<file path="src/design/ttcs_pkg.sv">
`timescale 1ns / 1ps
// ----------------------------------------------------------------------------
// ttcs_pkg: shared types and constants of the chime sequencer
// Widths, codes and the status struct used by the serial arithmetic units
// and the top level.
// ----------------------------------------------------------------------------
package ttcs_pkg;

    localparam int unsigned TIMER_CLOCK_HZ = 1000000;

    // field widths
    localparam int MODE_W    = 2;
    localparam int FREQ_W    = 16;
    localparam int CNT_W     = 8;
    localparam int DUR_W     = 16;
    localparam int VOL_W     = 7;
    localparam int PWM_W     = 16;
    localparam int ELAPSED_W = 18;
    localparam int K_W       = 7;
    localparam int CFG_IDX_W = 2;

    // serial arithmetic sizing
    localparam int CLK_W     = $clog2(TIMER_CLOCK_HZ + 1);
    localparam int MUL_A_W   = 10;              // period / 100 never exceeds 655
    localparam int MUL_B_W   = 14;              // volume * factor stays below 16384
    localparam int PROD_W    = MUL_A_W + MUL_B_W;
    localparam int DIV_W     = (CLK_W > PROD_W) ? CLK_W : PROD_W;
    localparam int DVS_W     = 16;
    localparam int DIV_CNT_W = $clog2(DIV_W);
    localparam int MUL_CNT_W = $clog2(MUL_B_W);

    typedef logic [DIV_W-1:0]     t_quot;
    typedef logic [DVS_W-1:0]     t_divisor;
    typedef logic [PROD_W-1:0]    t_prod;
    typedef logic [MUL_A_W-1:0]   t_mul_a;
    typedef logic [MUL_B_W-1:0]   t_mul_b;
    typedef logic [DIV_CNT_W-1:0] t_div_cnt;
    typedef logic [MUL_CNT_W-1:0] t_mul_cnt;
    typedef logic [ELAPSED_W-1:0] t_elapsed;
    typedef logic [FREQ_W-1:0]    t_freq;
    typedef logic [VOL_W-1:0]     t_vol;
    typedef logic [K_W-1:0]       t_k;
    typedef logic [PWM_W-1:0]     t_pwm;

    localparam t_freq    FREQ_MIN    = 16'd16;
    localparam t_freq    FREQ_TONE2  = 16'd900;
    localparam t_freq    FREQ_TONE3  = 16'd800;
    localparam t_divisor SCALE_DIV   = 16'd100;
    localparam t_elapsed ELAPSED_MAX = '1;
    localparam t_pwm     PWM_MAX     = '1;

    // balance factors in hundredths
    localparam t_k K_UNITY    = 7'd100;
    localparam t_k K_HIGH_900 = 7'd125;
    localparam t_k K_HIGH_800 = 7'd120;
    localparam t_k K_MID_900  = 7'd90;
    localparam t_k K_MID_800  = 7'd80;
    localparam t_k K_LOW_900  = 7'd76;
    localparam t_k K_LOW_800  = 7'd80;

    typedef enum logic [MODE_W-1:0] {
        MODE_TICK  = 2'd0,
        MODE_START = 2'd1,
        MODE_STOP  = 2'd2
    } t_mode;

    typedef enum logic [CFG_IDX_W-1:0] {
        CFG_VOL_LOW  = 2'd0,
        CFG_VOL_MID  = 2'd1,
        CFG_VOL_HIGH = 2'd2
    } t_cfg_idx;

    typedef enum logic [2:0] {
        S_IDLE,
        S_LOAD,
        S_DIV_PER,
        S_DIV_SCL,
        S_MUL,
        S_DIV_CMP,
        S_EMIT
    } t_state;

    typedef struct packed {
        logic busy;
        logic done;
    } t_unit_stat;

endpackage

</file>
<file path="src/design/ttcs_in_if.sv">
`timescale 1ns / 1ps
// ----------------------------------------------------------------------------
// ttcs_in_if: input channel of the chime sequencer
// Valid/ready channel carrying one command word.
// ----------------------------------------------------------------------------
interface ttcs_in_if;
    logic                          valid;
    logic                          ready;
    logic [ttcs_pkg::MODE_W-1:0]   mode;
    logic [ttcs_pkg::FREQ_W-1:0]   tone_frequency;
    logic [ttcs_pkg::CNT_W-1:0]    tone_count;
    logic [ttcs_pkg::DUR_W-1:0]    tone_duration;
    logic [ttcs_pkg::VOL_W-1:0]    volume_level;

    modport source (output valid, mode, tone_frequency, tone_count, tone_duration,
                    volume_level, input ready);
    modport sink   (input valid, mode, tone_frequency, tone_count, tone_duration,
                    volume_level, output ready);
endinterface

</file>
<file path="src/design/ttcs_out_if.sv">
`timescale 1ns / 1ps
// ----------------------------------------------------------------------------
// ttcs_out_if: result channel of the chime sequencer
// Valid/ready channel carrying one result word.
// ----------------------------------------------------------------------------
interface ttcs_out_if;
    logic                        valid;
    logic                        ready;
    logic                        tone_on;
    logic [ttcs_pkg::PWM_W-1:0]  pwm_period;
    logic [ttcs_pkg::PWM_W-1:0]  pwm_compare;
    logic                        chime_done;

    modport source (output valid, tone_on, pwm_period, pwm_compare, chime_done,
                    input ready);
    modport sink   (input valid, tone_on, pwm_period, pwm_compare, chime_done,
                    output ready);
endinterface

</file>
<file path="src/design/ttcs_cfg_if.sv">
`timescale 1ns / 1ps
// ----------------------------------------------------------------------------
// ttcs_cfg_if: configuration write channel
// Valid/ready channel carrying a register index and write data.
// ----------------------------------------------------------------------------
interface ttcs_cfg_if;
    logic                           valid;
    logic                           ready;
    logic [ttcs_pkg::CFG_IDX_W-1:0] index;
    logic [ttcs_pkg::VOL_W-1:0]     data;

    modport source (output valid, index, data, input ready);
    modport sink   (input valid, index, data, output ready);
endinterface

</file>
<file path="src/design/ttcs_serial_div.sv">
`timescale 1ns / 1ps
// ----------------------------------------------------------------------------
// ttcs_serial_div: bit-serial restoring divider
// One quotient bit per cycle until all DIV_W bits are formed; done pulses once.
// ----------------------------------------------------------------------------
module ttcs_serial_div (
    input  logic                  i_clk,
    input  logic                  i_rst_n,
    input  logic                  i_start,
    input  ttcs_pkg::t_quot       i_dividend,
    input  ttcs_pkg::t_divisor    i_divisor,
    output ttcs_pkg::t_quot       o_quotient,
    output ttcs_pkg::t_unit_stat  o_stat
);

    logic                  r_busy;
    logic                  r_done;
    ttcs_pkg::t_div_cnt    r_cnt;
    ttcs_pkg::t_divisor    r_rem;
    ttcs_pkg::t_divisor    r_dvs;
    ttcs_pkg::t_quot       r_dq;

    logic [ttcs_pkg::DVS_W:0] w_sh;
    logic [ttcs_pkg::DVS_W:0] w_diff;
    logic                     w_ge;

    // shift next dividend bit into the partial remainder and trial-subtract
    assign w_sh   = {r_rem, r_dq[ttcs_pkg::DIV_W-1]};
    assign w_diff = w_sh - {1'b0, r_dvs};
    assign w_ge   = (w_sh >= {1'b0, r_dvs});

    always_ff @(posedge i_clk) begin
        if (!i_rst_n) begin
            r_busy <= 1'b0;
            r_done <= 1'b0;
            r_cnt  <= '0;
        end else begin
            r_done <= 1'b0;
            if (r_busy) begin
                r_cnt <= r_cnt + 1'b1;
                if (r_cnt == ttcs_pkg::t_div_cnt'(ttcs_pkg::DIV_W - 1)) begin
                    r_busy <= 1'b0;
                    r_done <= 1'b1;
                end
            end else if (i_start) begin
                r_busy <= 1'b1;
                r_cnt  <= '0;
            end
        end
    end

    always_ff @(posedge i_clk) begin
        if (r_busy) begin
            r_rem <= w_ge ? w_diff[ttcs_pkg::DVS_W-1:0] : w_sh[ttcs_pkg::DVS_W-1:0];
            r_dq  <= {r_dq[ttcs_pkg::DIV_W-2:0], w_ge};
        end else if (i_start) begin
            r_rem <= '0;
            r_dvs <= i_divisor;
            r_dq  <= i_dividend;
        end
    end

    assign o_quotient  = r_dq;
    assign o_stat.busy = r_busy;
    assign o_stat.done = r_done;

endmodule

</file>
<file path="src/design/ttcs_serial_mul.sv">
`timescale 1ns / 1ps
// ----------------------------------------------------------------------------
// ttcs_serial_mul: shift-add multiplier
// Consumes one multiplier bit per cycle until all MUL_B_W bits are used.
// ----------------------------------------------------------------------------
module ttcs_serial_mul (
    input  logic                  i_clk,
    input  logic                  i_rst_n,
    input  logic                  i_start,
    input  ttcs_pkg::t_mul_a      i_mcand,
    input  ttcs_pkg::t_mul_b      i_mplier,
    output ttcs_pkg::t_prod       o_product,
    output ttcs_pkg::t_unit_stat  o_stat
);

    logic                  r_busy;
    logic                  r_done;
    ttcs_pkg::t_mul_cnt    r_cnt;
    ttcs_pkg::t_prod       r_acc;
    ttcs_pkg::t_prod       r_mcand;
    ttcs_pkg::t_mul_b      r_mplier;

    always_ff @(posedge i_clk) begin
        if (!i_rst_n) begin
            r_busy <= 1'b0;
            r_done <= 1'b0;
            r_cnt  <= '0;
        end else begin
            r_done <= 1'b0;
            if (r_busy) begin
                r_cnt <= r_cnt + 1'b1;
                if (r_cnt == ttcs_pkg::t_mul_cnt'(ttcs_pkg::MUL_B_W - 1)) begin
                    r_busy <= 1'b0;
                    r_done <= 1'b1;
                end
            end else if (i_start) begin
                r_busy <= 1'b1;
                r_cnt  <= '0;
            end
        end
    end

    always_ff @(posedge i_clk) begin
        if (r_busy) begin
            if (r_mplier[0]) begin
                r_acc <= r_acc + r_mcand;
            end
            r_mcand  <= {r_mcand[ttcs_pkg::PROD_W-2:0], 1'b0};
            r_mplier <= {1'b0, r_mplier[ttcs_pkg::MUL_B_W-1:1]};
        end else if (i_start) begin
            r_acc    <= '0;
            r_mcand  <= ttcs_pkg::t_prod'(i_mcand);
            r_mplier <= i_mplier;
        end
    end

    assign o_product   = r_acc;
    assign o_stat.busy = r_busy;
    assign o_stat.done = r_done;

endmodule

</file>
<file path="src/design/three_tone_chime_sequencer.sv">
`timescale 1ns / 1ps
// ----------------------------------------------------------------------------
// three_tone_chime_sequencer: buzzer chime sequencer
// Plays up to three tones (start frequency, 900 Hz, 800 Hz) and produces
// the PWM reload and compare values for each, one result word per command.
// ----------------------------------------------------------------------------
// Each command word (tick, start or stop) yields exactly one result word:
// tone_on, pwm_period, pwm_compare and chime_done. Tick, stop and unknown
// commands that do not change the tone go from the idle step to the emit
// step, which writes the output register; then the next one can be taken.
// A start command, or a tick that moves to the next tone, recomputes the PWM
// values: the shared bit-serial divider runs three times (clock/f,
// period/100, product/100) and the shift-add multiplier runs once, through
// the steps S_LOAD, S_DIV_PER, S_DIV_SCL, S_MUL and S_DIV_CMP before S_EMIT;
// the next command is taken once that word has been emitted. A result that
// waits on the output channel holds the sequencer in its emit step.
// One command is processed at a time; a finished result sits in the output
// register while the next command is accepted. Configuration writes set the
// three volume codes that pick the balance factors and are always accepted.
// ----------------------------------------------------------------------------
module three_tone_chime_sequencer (
    input  logic  i_clk,
    input  logic  i_rst_n,
    ttcs_in_if.sink    i_in,
    ttcs_out_if.source o_out,
    ttcs_cfg_if.sink   i_cfg
);

    // ------------------------------------------------------------------
    // balance factor select: high code wins, then mid, then low
    // ------------------------------------------------------------------
    function automatic ttcs_pkg::t_k balance_factor(
        input ttcs_pkg::t_freq f,
        input ttcs_pkg::t_vol  vol,
        input ttcs_pkg::t_vol  code_low,
        input ttcs_pkg::t_vol  code_mid,
        input ttcs_pkg::t_vol  code_high
    );
        ttcs_pkg::t_k k;
        k = ttcs_pkg::K_UNITY;
        if (vol == code_high) begin
            if (f == ttcs_pkg::FREQ_TONE2)      k = ttcs_pkg::K_HIGH_900;
            else if (f == ttcs_pkg::FREQ_TONE3) k = ttcs_pkg::K_HIGH_800;
        end else if (vol == code_mid) begin
            if (f == ttcs_pkg::FREQ_TONE2)      k = ttcs_pkg::K_MID_900;
            else if (f == ttcs_pkg::FREQ_TONE3) k = ttcs_pkg::K_MID_800;
        end else if (vol == code_low) begin
            if (f == ttcs_pkg::FREQ_TONE2)      k = ttcs_pkg::K_LOW_900;
            else if (f == ttcs_pkg::FREQ_TONE3) k = ttcs_pkg::K_LOW_800;
        end
        return k;
    endfunction

    // ------------------------------------------------------------------
    // state
    // ------------------------------------------------------------------
    ttcs_pkg::t_state    r_state,   n_state;
    ttcs_pkg::t_elapsed  r_elapsed, n_elapsed;
    logic                r_running, n_running;
    logic [ttcs_pkg::CNT_W-1:0] r_wanted, n_wanted;
    logic [ttcs_pkg::DUR_W-1:0] r_length, n_length;
    ttcs_pkg::t_vol      r_vol,     n_vol;
    ttcs_pkg::t_pwm      r_period,  n_period;
    ttcs_pkg::t_pwm      r_compare, n_compare;
    ttcs_pkg::t_freq     r_freq,    n_freq;
    ttcs_pkg::t_mul_b    r_vk,      n_vk;
    logic                r_done,    n_done;

    ttcs_pkg::t_vol      r_code_low, r_code_mid, r_code_high;

    logic                r_out_valid, n_out_valid;
    logic                r_o_tone_on;
    ttcs_pkg::t_pwm      r_o_period;
    ttcs_pkg::t_pwm      r_o_compare;
    logic                r_o_done;

    // ------------------------------------------------------------------
    // arithmetic units
    // ------------------------------------------------------------------
    logic                  w_div_start;
    ttcs_pkg::t_quot       w_div_dividend;
    ttcs_pkg::t_divisor    w_div_divisor;
    ttcs_pkg::t_quot       w_quot;
    ttcs_pkg::t_unit_stat  w_div_stat;

    logic                  w_mul_start;
    ttcs_pkg::t_prod       w_product;
    ttcs_pkg::t_unit_stat  w_mul_stat;

    ttcs_serial_div u_div (
        .i_clk      (i_clk),
        .i_rst_n    (i_rst_n),
        .i_start    (w_div_start),
        .i_dividend (w_div_dividend),
        .i_divisor  (w_div_divisor),
        .o_quotient (w_quot),
        .o_stat     (w_div_stat)
    );

    ttcs_serial_mul u_mul (
        .i_clk     (i_clk),
        .i_rst_n   (i_rst_n),
        .i_start   (w_mul_start),
        .i_mcand   (w_quot[ttcs_pkg::MUL_A_W-1:0]),
        .i_mplier  (r_vk),
        .o_product (w_product),
        .o_stat    (w_mul_stat)
    );

    // ------------------------------------------------------------------
    // tick bookkeeping: saturating increment and tone boundaries
    // ------------------------------------------------------------------
    ttcs_pkg::t_elapsed w_inc;
    ttcs_pkg::t_elapsed w_len1, w_len2, w_len3;
    logic               w_hit1, w_hit2, w_hit3, w_stop;
    logic               w_in_acc;
    logic               w_emit;
    ttcs_pkg::t_quot    w_q_m1;
    ttcs_pkg::t_pwm     w_per;
    ttcs_pkg::t_pwm     w_cmp;
    ttcs_pkg::t_freq    w_freq_in;

    assign w_inc  = r_elapsed + ttcs_pkg::t_elapsed'(r_elapsed != ttcs_pkg::ELAPSED_MAX);
    assign w_len1 = ttcs_pkg::t_elapsed'(r_length);
    assign w_len2 = ttcs_pkg::t_elapsed'({r_length, 1'b0});
    assign w_len3 = w_len1 + w_len2;
    assign w_hit1 = (w_inc == w_len1);
    assign w_hit2 = (w_inc == w_len2);
    assign w_hit3 = (w_inc == w_len3);
    assign w_stop = (w_hit1 && (r_wanted == 8'd1)) ||
                    (w_hit2 && (r_wanted == 8'd2)) ||
                    (w_hit3 && (r_wanted == 8'd3));

    // clamp the start frequency from below
    assign w_freq_in = (i_in.tone_frequency < ttcs_pkg::FREQ_MIN) ?
                       ttcs_pkg::FREQ_MIN : i_in.tone_frequency;

    // period = clock/f - 1, saturated; compare = product/100, saturated
    assign w_q_m1 = w_quot - 1'b1;
    assign w_per  = (w_quot == '0) ? '0 :
                    (w_q_m1 > ttcs_pkg::t_quot'(ttcs_pkg::PWM_MAX)) ? ttcs_pkg::PWM_MAX :
                    w_q_m1[ttcs_pkg::PWM_W-1:0];
    assign w_cmp  = (w_quot > ttcs_pkg::t_quot'(ttcs_pkg::PWM_MAX)) ? ttcs_pkg::PWM_MAX :
                    w_quot[ttcs_pkg::PWM_W-1:0];

    assign i_in.ready = (r_state == ttcs_pkg::S_IDLE);
    assign w_in_acc   = i_in.valid && i_in.ready;
    assign i_cfg.ready = 1'b1;

    // ------------------------------------------------------------------
    // sequencer: next state and unit control
    // ------------------------------------------------------------------
    always_comb begin
        n_state     = r_state;
        n_elapsed   = r_elapsed;
        n_running   = r_running;
        n_wanted    = r_wanted;
        n_length    = r_length;
        n_vol       = r_vol;
        n_period    = r_period;
        n_compare   = r_compare;
        n_freq      = r_freq;
        n_vk        = r_vk;
        n_done      = r_done;
        w_div_start = 1'b0;
        w_mul_start = 1'b0;
        w_emit      = 1'b0;
        w_div_dividend = ttcs_pkg::t_quot'(ttcs_pkg::TIMER_CLOCK_HZ);
        w_div_divisor  = r_freq;

        case (r_state)
            ttcs_pkg::S_IDLE: begin
                if (w_in_acc) begin
                    n_done  = 1'b0;
                    n_state = ttcs_pkg::S_EMIT;
                    case (ttcs_pkg::t_mode'(i_in.mode))
                        ttcs_pkg::MODE_START: begin
                            // restart with the new settings, first tone
                            n_elapsed = '0;
                            n_running = 1'b1;
                            n_wanted  = i_in.tone_count;
                            n_length  = i_in.tone_duration;
                            n_vol     = i_in.volume_level;
                            n_freq    = w_freq_in;
                            n_state   = ttcs_pkg::S_LOAD;
                        end
                        ttcs_pkg::MODE_STOP: begin
                            n_done    = r_running;
                            n_elapsed = '0;
                            n_running = 1'b0;
                            n_wanted  = '0;
                            n_length  = '0;
                            n_vol     = '0;
                            n_period  = '0;
                            n_compare = '0;
                        end
                        ttcs_pkg::MODE_TICK: begin
                            if (r_running) begin
                                n_elapsed = w_inc;
                                if (w_stop) begin
                                    // sequence end: drop everything
                                    n_done    = 1'b1;
                                    n_elapsed = '0;
                                    n_running = 1'b0;
                                    n_wanted  = '0;
                                    n_length  = '0;
                                    n_vol     = '0;
                                    n_period  = '0;
                                    n_compare = '0;
                                end else if (w_hit1) begin
                                    n_freq  = ttcs_pkg::FREQ_TONE2;
                                    n_state = ttcs_pkg::S_LOAD;
                                end else if (w_hit2) begin
                                    n_freq  = ttcs_pkg::FREQ_TONE3;
                                    n_state = ttcs_pkg::S_LOAD;
                                end
                            end
                        end
                        default: begin
                            n_state = ttcs_pkg::S_EMIT;
                        end
                    endcase
                end
            end
            ttcs_pkg::S_LOAD: begin
                // volume times balance factor, and start clock / f
                n_vk = ttcs_pkg::t_mul_b'(r_vol) *
                       ttcs_pkg::t_mul_b'(balance_factor(r_freq, r_vol, r_code_low,
                                                         r_code_mid, r_code_high));
                w_div_start = 1'b1;
                n_state     = ttcs_pkg::S_DIV_PER;
            end
            ttcs_pkg::S_DIV_PER: begin
                w_div_dividend = ttcs_pkg::t_quot'(w_per);
                w_div_divisor  = ttcs_pkg::SCALE_DIV;
                if (w_div_stat.done) begin
                    n_period    = w_per;
                    w_div_start = 1'b1;
                    n_state     = ttcs_pkg::S_DIV_SCL;
                end
            end
            ttcs_pkg::S_DIV_SCL: begin
                if (w_div_stat.done) begin
                    w_mul_start = 1'b1;
                    n_state     = ttcs_pkg::S_MUL;
                end
            end
            ttcs_pkg::S_MUL: begin
                w_div_dividend = ttcs_pkg::t_quot'(w_product);
                w_div_divisor  = ttcs_pkg::SCALE_DIV;
                if (w_mul_stat.done) begin
                    w_div_start = 1'b1;
                    n_state     = ttcs_pkg::S_DIV_CMP;
                end
            end
            ttcs_pkg::S_DIV_CMP: begin
                if (w_div_stat.done) begin
                    n_compare = w_cmp;
                    n_state   = ttcs_pkg::S_EMIT;
                end
            end
            ttcs_pkg::S_EMIT: begin
                // hold until the output register is free
                if (!r_out_valid || o_out.ready) begin
                    w_emit  = 1'b1;
                    n_state = ttcs_pkg::S_IDLE;
                end
            end
            default: begin
                n_state = ttcs_pkg::S_IDLE;
            end
        endcase

        n_out_valid = w_emit ? 1'b1 : (r_out_valid && !o_out.ready);
    end

    // ------------------------------------------------------------------
    // registers
    // ------------------------------------------------------------------
    always_ff @(posedge i_clk) begin
        if (!i_rst_n) begin
            r_state     <= ttcs_pkg::S_IDLE;
            r_elapsed   <= '0;
            r_running   <= 1'b0;
            r_wanted    <= '0;
            r_length    <= '0;
            r_vol       <= '0;
            r_period    <= '0;
            r_compare   <= '0;
            r_done      <= 1'b0;
            r_out_valid <= 1'b0;
        end else begin
            r_state     <= n_state;
            r_elapsed   <= n_elapsed;
            r_running   <= n_running;
            r_wanted    <= n_wanted;
            r_length    <= n_length;
            r_vol       <= n_vol;
            r_period    <= n_period;
            r_compare   <= n_compare;
            r_done      <= n_done;
            r_out_valid <= n_out_valid;
        end
    end

    // working registers, valid only while a tone is loading
    always_ff @(posedge i_clk) begin
        r_freq <= n_freq;
        r_vk   <= n_vk;
    end

    // volume codes
    always_ff @(posedge i_clk) begin
        if (!i_rst_n) begin
            r_code_low  <= 7'd1;
            r_code_mid  <= 7'd2;
            r_code_high <= 7'd3;
        end else if (i_cfg.valid && i_cfg.ready) begin
            case (ttcs_pkg::t_cfg_idx'(i_cfg.index))
                ttcs_pkg::CFG_VOL_LOW:  r_code_low  <= i_cfg.data;
                ttcs_pkg::CFG_VOL_MID:  r_code_mid  <= i_cfg.data;
                ttcs_pkg::CFG_VOL_HIGH: r_code_high <= i_cfg.data;
                default: begin
                end
            endcase
        end
    end

    // output word register
    always_ff @(posedge i_clk) begin
        if (w_emit) begin
            r_o_tone_on <= r_running;
            r_o_period  <= r_period;
            r_o_compare <= r_compare;
            r_o_done    <= r_done;
        end
    end

    assign o_out.valid       = r_out_valid;
    assign o_out.tone_on     = r_o_tone_on;
    assign o_out.pwm_period  = r_o_period;
    assign o_out.pwm_compare = r_o_compare;
    assign o_out.chime_done  = r_o_done;

`ifndef NO_ASSERTIONS
    a_div_done_state: assert property (@(posedge i_clk) disable iff (!i_rst_n)
        w_div_stat.done |-> (r_state == ttcs_pkg::S_DIV_PER ||
                             r_state == ttcs_pkg::S_DIV_SCL ||
                             r_state == ttcs_pkg::S_DIV_CMP))
        else $error("divider finished outside a divide state");

    a_mul_done_state: assert property (@(posedge i_clk) disable iff (!i_rst_n)
        w_mul_stat.done |-> (r_state == ttcs_pkg::S_MUL))
        else $error("multiplier finished outside the multiply state");

    a_units_exclusive: assert property (@(posedge i_clk) disable iff (!i_rst_n)
        !(w_div_stat.busy && w_mul_stat.busy))
        else $error("divider and multiplier busy together");

    a_idle_clear: assert property (@(posedge i_clk) disable iff (!i_rst_n)
        !r_running |-> (r_period == '0 && r_compare == '0 && r_elapsed == '0))
        else $error("stopped chime left tone state behind");

    a_emit_lands: assert property (@(posedge i_clk) disable iff (!i_rst_n)
        w_emit |=> (r_out_valid && r_state == ttcs_pkg::S_IDLE))
        else $error("emitted word not held in output register");
`endif

endmodule

</file>
<file path="src/flat_wrapper.sv">
// flat-port wrapper written by rule: the top's interface ports become plain ports
module three_tone_chime_sequencer_flat 
  (i_clk, i_rst_n, i_in_valid, i_in_mode, i_in_tone_frequency, i_in_tone_count, i_in_tone_duration, i_in_volume_level, i_in_ready, o_out_valid, o_out_tone_on, o_out_pwm_period, o_out_pwm_compare, o_out_chime_done, o_out_ready, i_cfg_valid, i_cfg_index, i_cfg_data, i_cfg_ready);
  ttcs_in_if i_in_i ();
  ttcs_out_if o_out_i ();
  ttcs_cfg_if i_cfg_i ();
  input  logic i_clk;
  input  logic i_rst_n;
  input wire logic [$bits(i_in_i.valid)-1:0] i_in_valid;
  input wire logic [$bits(i_in_i.mode)-1:0] i_in_mode;
  input wire logic [$bits(i_in_i.tone_frequency)-1:0] i_in_tone_frequency;
  input wire logic [$bits(i_in_i.tone_count)-1:0] i_in_tone_count;
  input wire logic [$bits(i_in_i.tone_duration)-1:0] i_in_tone_duration;
  input wire logic [$bits(i_in_i.volume_level)-1:0] i_in_volume_level;
  output wire logic [$bits(i_in_i.ready)-1:0] i_in_ready;
  output wire logic [$bits(o_out_i.valid)-1:0] o_out_valid;
  output wire logic [$bits(o_out_i.tone_on)-1:0] o_out_tone_on;
  output wire logic [$bits(o_out_i.pwm_period)-1:0] o_out_pwm_period;
  output wire logic [$bits(o_out_i.pwm_compare)-1:0] o_out_pwm_compare;
  output wire logic [$bits(o_out_i.chime_done)-1:0] o_out_chime_done;
  input wire logic [$bits(o_out_i.ready)-1:0] o_out_ready;
  input wire logic [$bits(i_cfg_i.valid)-1:0] i_cfg_valid;
  input wire logic [$bits(i_cfg_i.index)-1:0] i_cfg_index;
  input wire logic [$bits(i_cfg_i.data)-1:0] i_cfg_data;
  output wire logic [$bits(i_cfg_i.ready)-1:0] i_cfg_ready;
  assign i_in_i.valid = i_in_valid;
  assign i_in_i.mode = i_in_mode;
  assign i_in_i.tone_frequency = i_in_tone_frequency;
  assign i_in_i.tone_count = i_in_tone_count;
  assign i_in_i.tone_duration = i_in_tone_duration;
  assign i_in_i.volume_level = i_in_volume_level;
  assign i_in_ready = i_in_i.ready;
  assign o_out_valid = o_out_i.valid;
  assign o_out_tone_on = o_out_i.tone_on;
  assign o_out_pwm_period = o_out_i.pwm_period;
  assign o_out_pwm_compare = o_out_i.pwm_compare;
  assign o_out_chime_done = o_out_i.chime_done;
  assign o_out_i.ready = o_out_ready;
  assign i_cfg_i.valid = i_cfg_valid;
  assign i_cfg_i.index = i_cfg_index;
  assign i_cfg_i.data = i_cfg_data;
  assign i_cfg_ready = i_cfg_i.ready;
  three_tone_chime_sequencer u_core (.i_clk(i_clk), .i_rst_n(i_rst_n), .i_in(i_in_i), .o_out(o_out_i), .i_cfg(i_cfg_i));
endmodule
</file>
<file path="config.mk">
export PLATFORM = sky130hd
export DESIGN_NAME = three_tone_chime_sequencer_flat
export DESIGN_NICKNAME = d
export VERILOG_FILES = /design/src/design/ttcs_pkg.sv /design/src/design/ttcs_in_if.sv /design/src/design/ttcs_out_if.sv /design/src/design/ttcs_cfg_if.sv /design/src/design/ttcs_serial_div.sv /design/src/design/ttcs_serial_mul.sv /design/src/design/three_tone_chime_sequencer.sv /design/src/flat_wrapper.sv
export SDC_FILE = /design/constraint.sdc
export NUM_CORES = 1
export LEC_CHECK = 0
export ABC_AREA = 1
export ABC_CLOCK_PERIOD_IN_PS = 17350
export BUFFER_PORTS_ARGS = -buffer_cell sky130_fd_sc_hd__buf_2
export CAP_MARGIN = 10
export CORE_UTILIZATION = 35
export CTS_BUF_LIST = sky130_fd_sc_hd__clkbuf_8
export CTS_CLUSTER_SIZE = 8
export DETAILED_ROUTE_END_ITERATION = 7
export GPL_TIMING_DRIVEN = 0
export PLACE_DENSITY = 0.54
export SETUP_SLACK_MARGIN = 0.2
export SLEW_MARGIN = 5
export SYNTH_ARGS = -nofsm -noshare
export SYNTH_HDL_FRONTEND = slang
export SYNTH_SLANG_ARGS = --single-unit
</file>
<file path="constraint.sdc">
create_clock -name i_clk -period 17.35 [get_ports i_clk]
set_clock_uncertainty 0.15 [all_clocks]
set_input_delay 1.735 -clock i_clk [delete_from_list [all_inputs] [get_ports i_clk]]
set_output_delay 1.735 -clock i_clk [all_outputs]
set_load 0.01 [all_outputs]
</file>
==> results.md <==
* Critical Path Fanout Max at 9
* Final worst setup slack at 10.88 ns
* I/O Pins at 100
* Worst Tran Pin Value at 0.941 ns
* GRT overflow at 0
* RSZ-0062 raised after global routing: no
* Final period utilization at 37.3%
* Flops & latches, synth at between 300 and 400
* Cells after synthesis at between 2000 and 2500
* Hold Crit Class: reg2reg
* Wirelength per Cell at 14.9 um
* Distinct cell type count of the synthesized netlist at between 50 and 60
* Synth area leaders: edfxtp_1 (29%), dfxtp_1 (13%), nand2_1 (11%)
* CTS tree: done
* First-pass GRT wire length at 77100 um
* Hold path startpoint: u_core.r_compare[9]
* Port Buffers at 98
* Detail Route met2 WL at 21700 um
* Cell mode on critical path: inv_1
* Setup slack at placement at 10.42 ns
* Ys flop type: edfxtp_1
* Final setup violation count at 0
* CTS resizes at 0
* Crit end category: register
* Total negative slack at 0 ns
* DRT Pass-1 Iters at 5
* Reg-to-Reg End: u_core.r_vk[13]
* Dpl cells at 3127
* Drt first-iter violations at 818
* Final nets at about 2700
* Initial Util at 35.6%
* Clock Path Buffers at 3
* WHS Path Cells at 0
* Asr flop ratio synth at 0%
* Critical Path AT at 6.70 ns
* HPWL Detailed at 37700 um
* Via count at 15771
* Share of layout cells above drive strength 1 at 9.70%
* Final non-filler cell total at 3228
* Top Layer Used: met4
* Reg2reg path depth at 26
* Hold path endpoint: u_core.o_out.pwm_compare[9]
* Count leader, synth: nand2_1
* Design Area, Final at between 20000 and 25000 um2
* Worst skew pair latency at 0.68 ns
* Worst vdd rail ir drop at 54.3 uV
* Worst-path clk slew at roughly 0.06 ns
* Site Rows at 83
* Post-placement cell area at around 20000 um2
* Placer Congestion at 0.898
* Die Width at 231 um
* Worst reg2reg setup slack at 10.88 ns
* Post-synth EDFFs at 180
* Leak pwr at 9.43 nW
* Synth top area share at 29.4%
* Max cap viols at 0
* Cts hold-fix bufs at 0
* TritonCTS Sinks at 303
* Fin crit period at 6.47 ns
* Utilization after layout at approximately two fifths
* Part of the Yosys area used for sequential elements at 42.8%
* Total power at 2.27 mW
* Final ANT Viol Nets at 0
* CP Class: reg2reg
* CTS H-tree lvls at 2
* CTS Root Cell: clkbuf_8
* Slew headroom at 37.3%
* CP Launch Type: register
* Total Wirelength at between 40000 and 50000 um
* Wire length on met1 at approximately 23000 um
* Fmax at 0.155 GHz
* Pins Over Slew Limit at 0
* Vias in the first global route at about 15000
* CTS buffer count at 54
* Die H at 231 um
* Via density at 4.89
* DRC viols at 0
* Leading area contributor after synthesis: edfxtp_1
* Avg Cell Area, Syn at 7.85 um2
* Post-CTS Setup Inserts at 0
* Met3 wire len at 2630 um
* Initial antenna violation count at 1
* Most frequent cells after synthesis: nand2_1 (539), inv_1 (289), nor2_1 (261)
* Synth warnings at 0
* CP max-delay cell: fa_1
* Final hold vios at 0
* Required time worst endpoint at 17.58 ns
* Total core area at 51600 um2
* PwrDens at 108 nW/um2
* Final hold slack at 0.275 ns
* R2r startpoint: u_core.r_vol[2]
* Tot GR Track Use at approximately 18%
* Syn_nets at 2525
* Mapped cell area at 18400 um2
* Status: finished, final reports clean
* Area growth syn-to-layout at 14.2%
* Crit-path max cell delay at around 0.53 ns
* Die area at 53400 um2
* Largest net degree at the start of global routing at 34
## worst max path at each step
| stage | depth (start not counted) | startpoint | end | slack (ns) |
|---|---|---|---|---|
| final | 26 | u_core.r_vol[2] | u_core.r_vk[13] | 10.88 |
| after global routing | 26 | u_core.r_vol[3] | u_core.r_vk[13] | 10.37 |
| after CTS | 27 | u_core.r_freq[14] | u_core.r_vk[13] | 10.43 |
| after detailed placement | 27 | u_core.r_freq[14] | u_core.r_vk[13] | 10.42 |
| after global placement | 3 | o_out_ready | u_core.o_out.pwm_compare[0] | 9.71 |
| after floorplan | 26 | u_core.r_vol[2] | u_core.r_vk[13] | 11.56 |
## cells by family (layout without fill, tap and decap cells)
group / count (synthesis) / in the layout / synth area share (%)
AOI/OAI and AO/OA: 413 / 413 / 11.9
buffers and inverters: 366 / 571 / 7.82
DFF: 303 / 303 / 42.8
and+or+nand+nor: 1069 / 1069 / 24.8
adders and majority gates: 121 / 121 / 9.34
xor gates and xnor gates: 68 / 68 / 3.28
other: 1 / 3 / 0.0204
## cells in the final DEF, fill, tap and decap left out, drive strengths merged, types with 7 or more instances in the layout
cell	Yosys	routed
nand3	145	145
buf	18	124
xor2	54	54
nor3	23	23
edfxtp	180	180
o21ai	177	177
dfxtp	123	123
nand3b	13	13
xnor2	14	14
nand4	34	34
nor2	271	271
o21a	7	7
clkinv	3	17
ha	94	94
a31oi	9	9
fa	27	27
nor4	18	18
a21oi	187	187
inv	292	309
nand2	552	552
clkbuf	53	117
## registers in the layout, summed over array words and instances, names as in the netlist, 8 cells and up
register / count
u_core.o_out.pwm_compare: 16
u_core.u_mul.o_product: 24
u_core.r_elapsed: 18
u_core.r_vk: 14
u_core.u_mul.r_mplier: 14
u_core.u_div.r_rem: 16
u_core.r_freq: 16
u_core.u_mul.r_mcand: 24
u_core.u_div.r_dvs: 16
u_core.r_wanted: 8
u_core.r_period: 16
u_core.o_out.pwm_period: 16
u_core.u_div.o_quotient: 24
u_core.r_compare: 16
u_core.r_length: 16
## power by group
part	switching, mW	leakage, nW	internal (mW)	total [mW]
Combinational	0.403	6.01	0.199	0.602
Sequential	0.0663	2.78	0.905	0.971
Clock	0.317	0.636	0.380	0.697
## critical path, delay by kind of cell, from the launching register on
kind	cells	cell delay, ns
adder cells (fa/ha/maj)	5	2.37
AND/OR/NAND/NOR	9	1.84
buffers and inverters	6	0.68
AO/OA/AOI/OAI	4	0.59
flip-flops	1	0.30
XOR/XNOR	2	0.25
## layout make-up
cell class                 instances  area (um2)
antenna                            2        5.00
buffer                            71         330
clock buffer                      63         867
clock inverter                    35         264
fill                            5306       30600
inverter                         295        1110
multi-input combinational       1672        9100
sequential                       303        7870
tap                              680         851
timing repair buffer             107         598
## routing by layer
metal,track usage [%],vias to the layer above
met5,0,-
met3,2.92,77
met2,29.9,409
met4,5.46,0
met1,24.2,7187
li1,-,8098
Note: power is estimated with default switching activity, not from simulation.
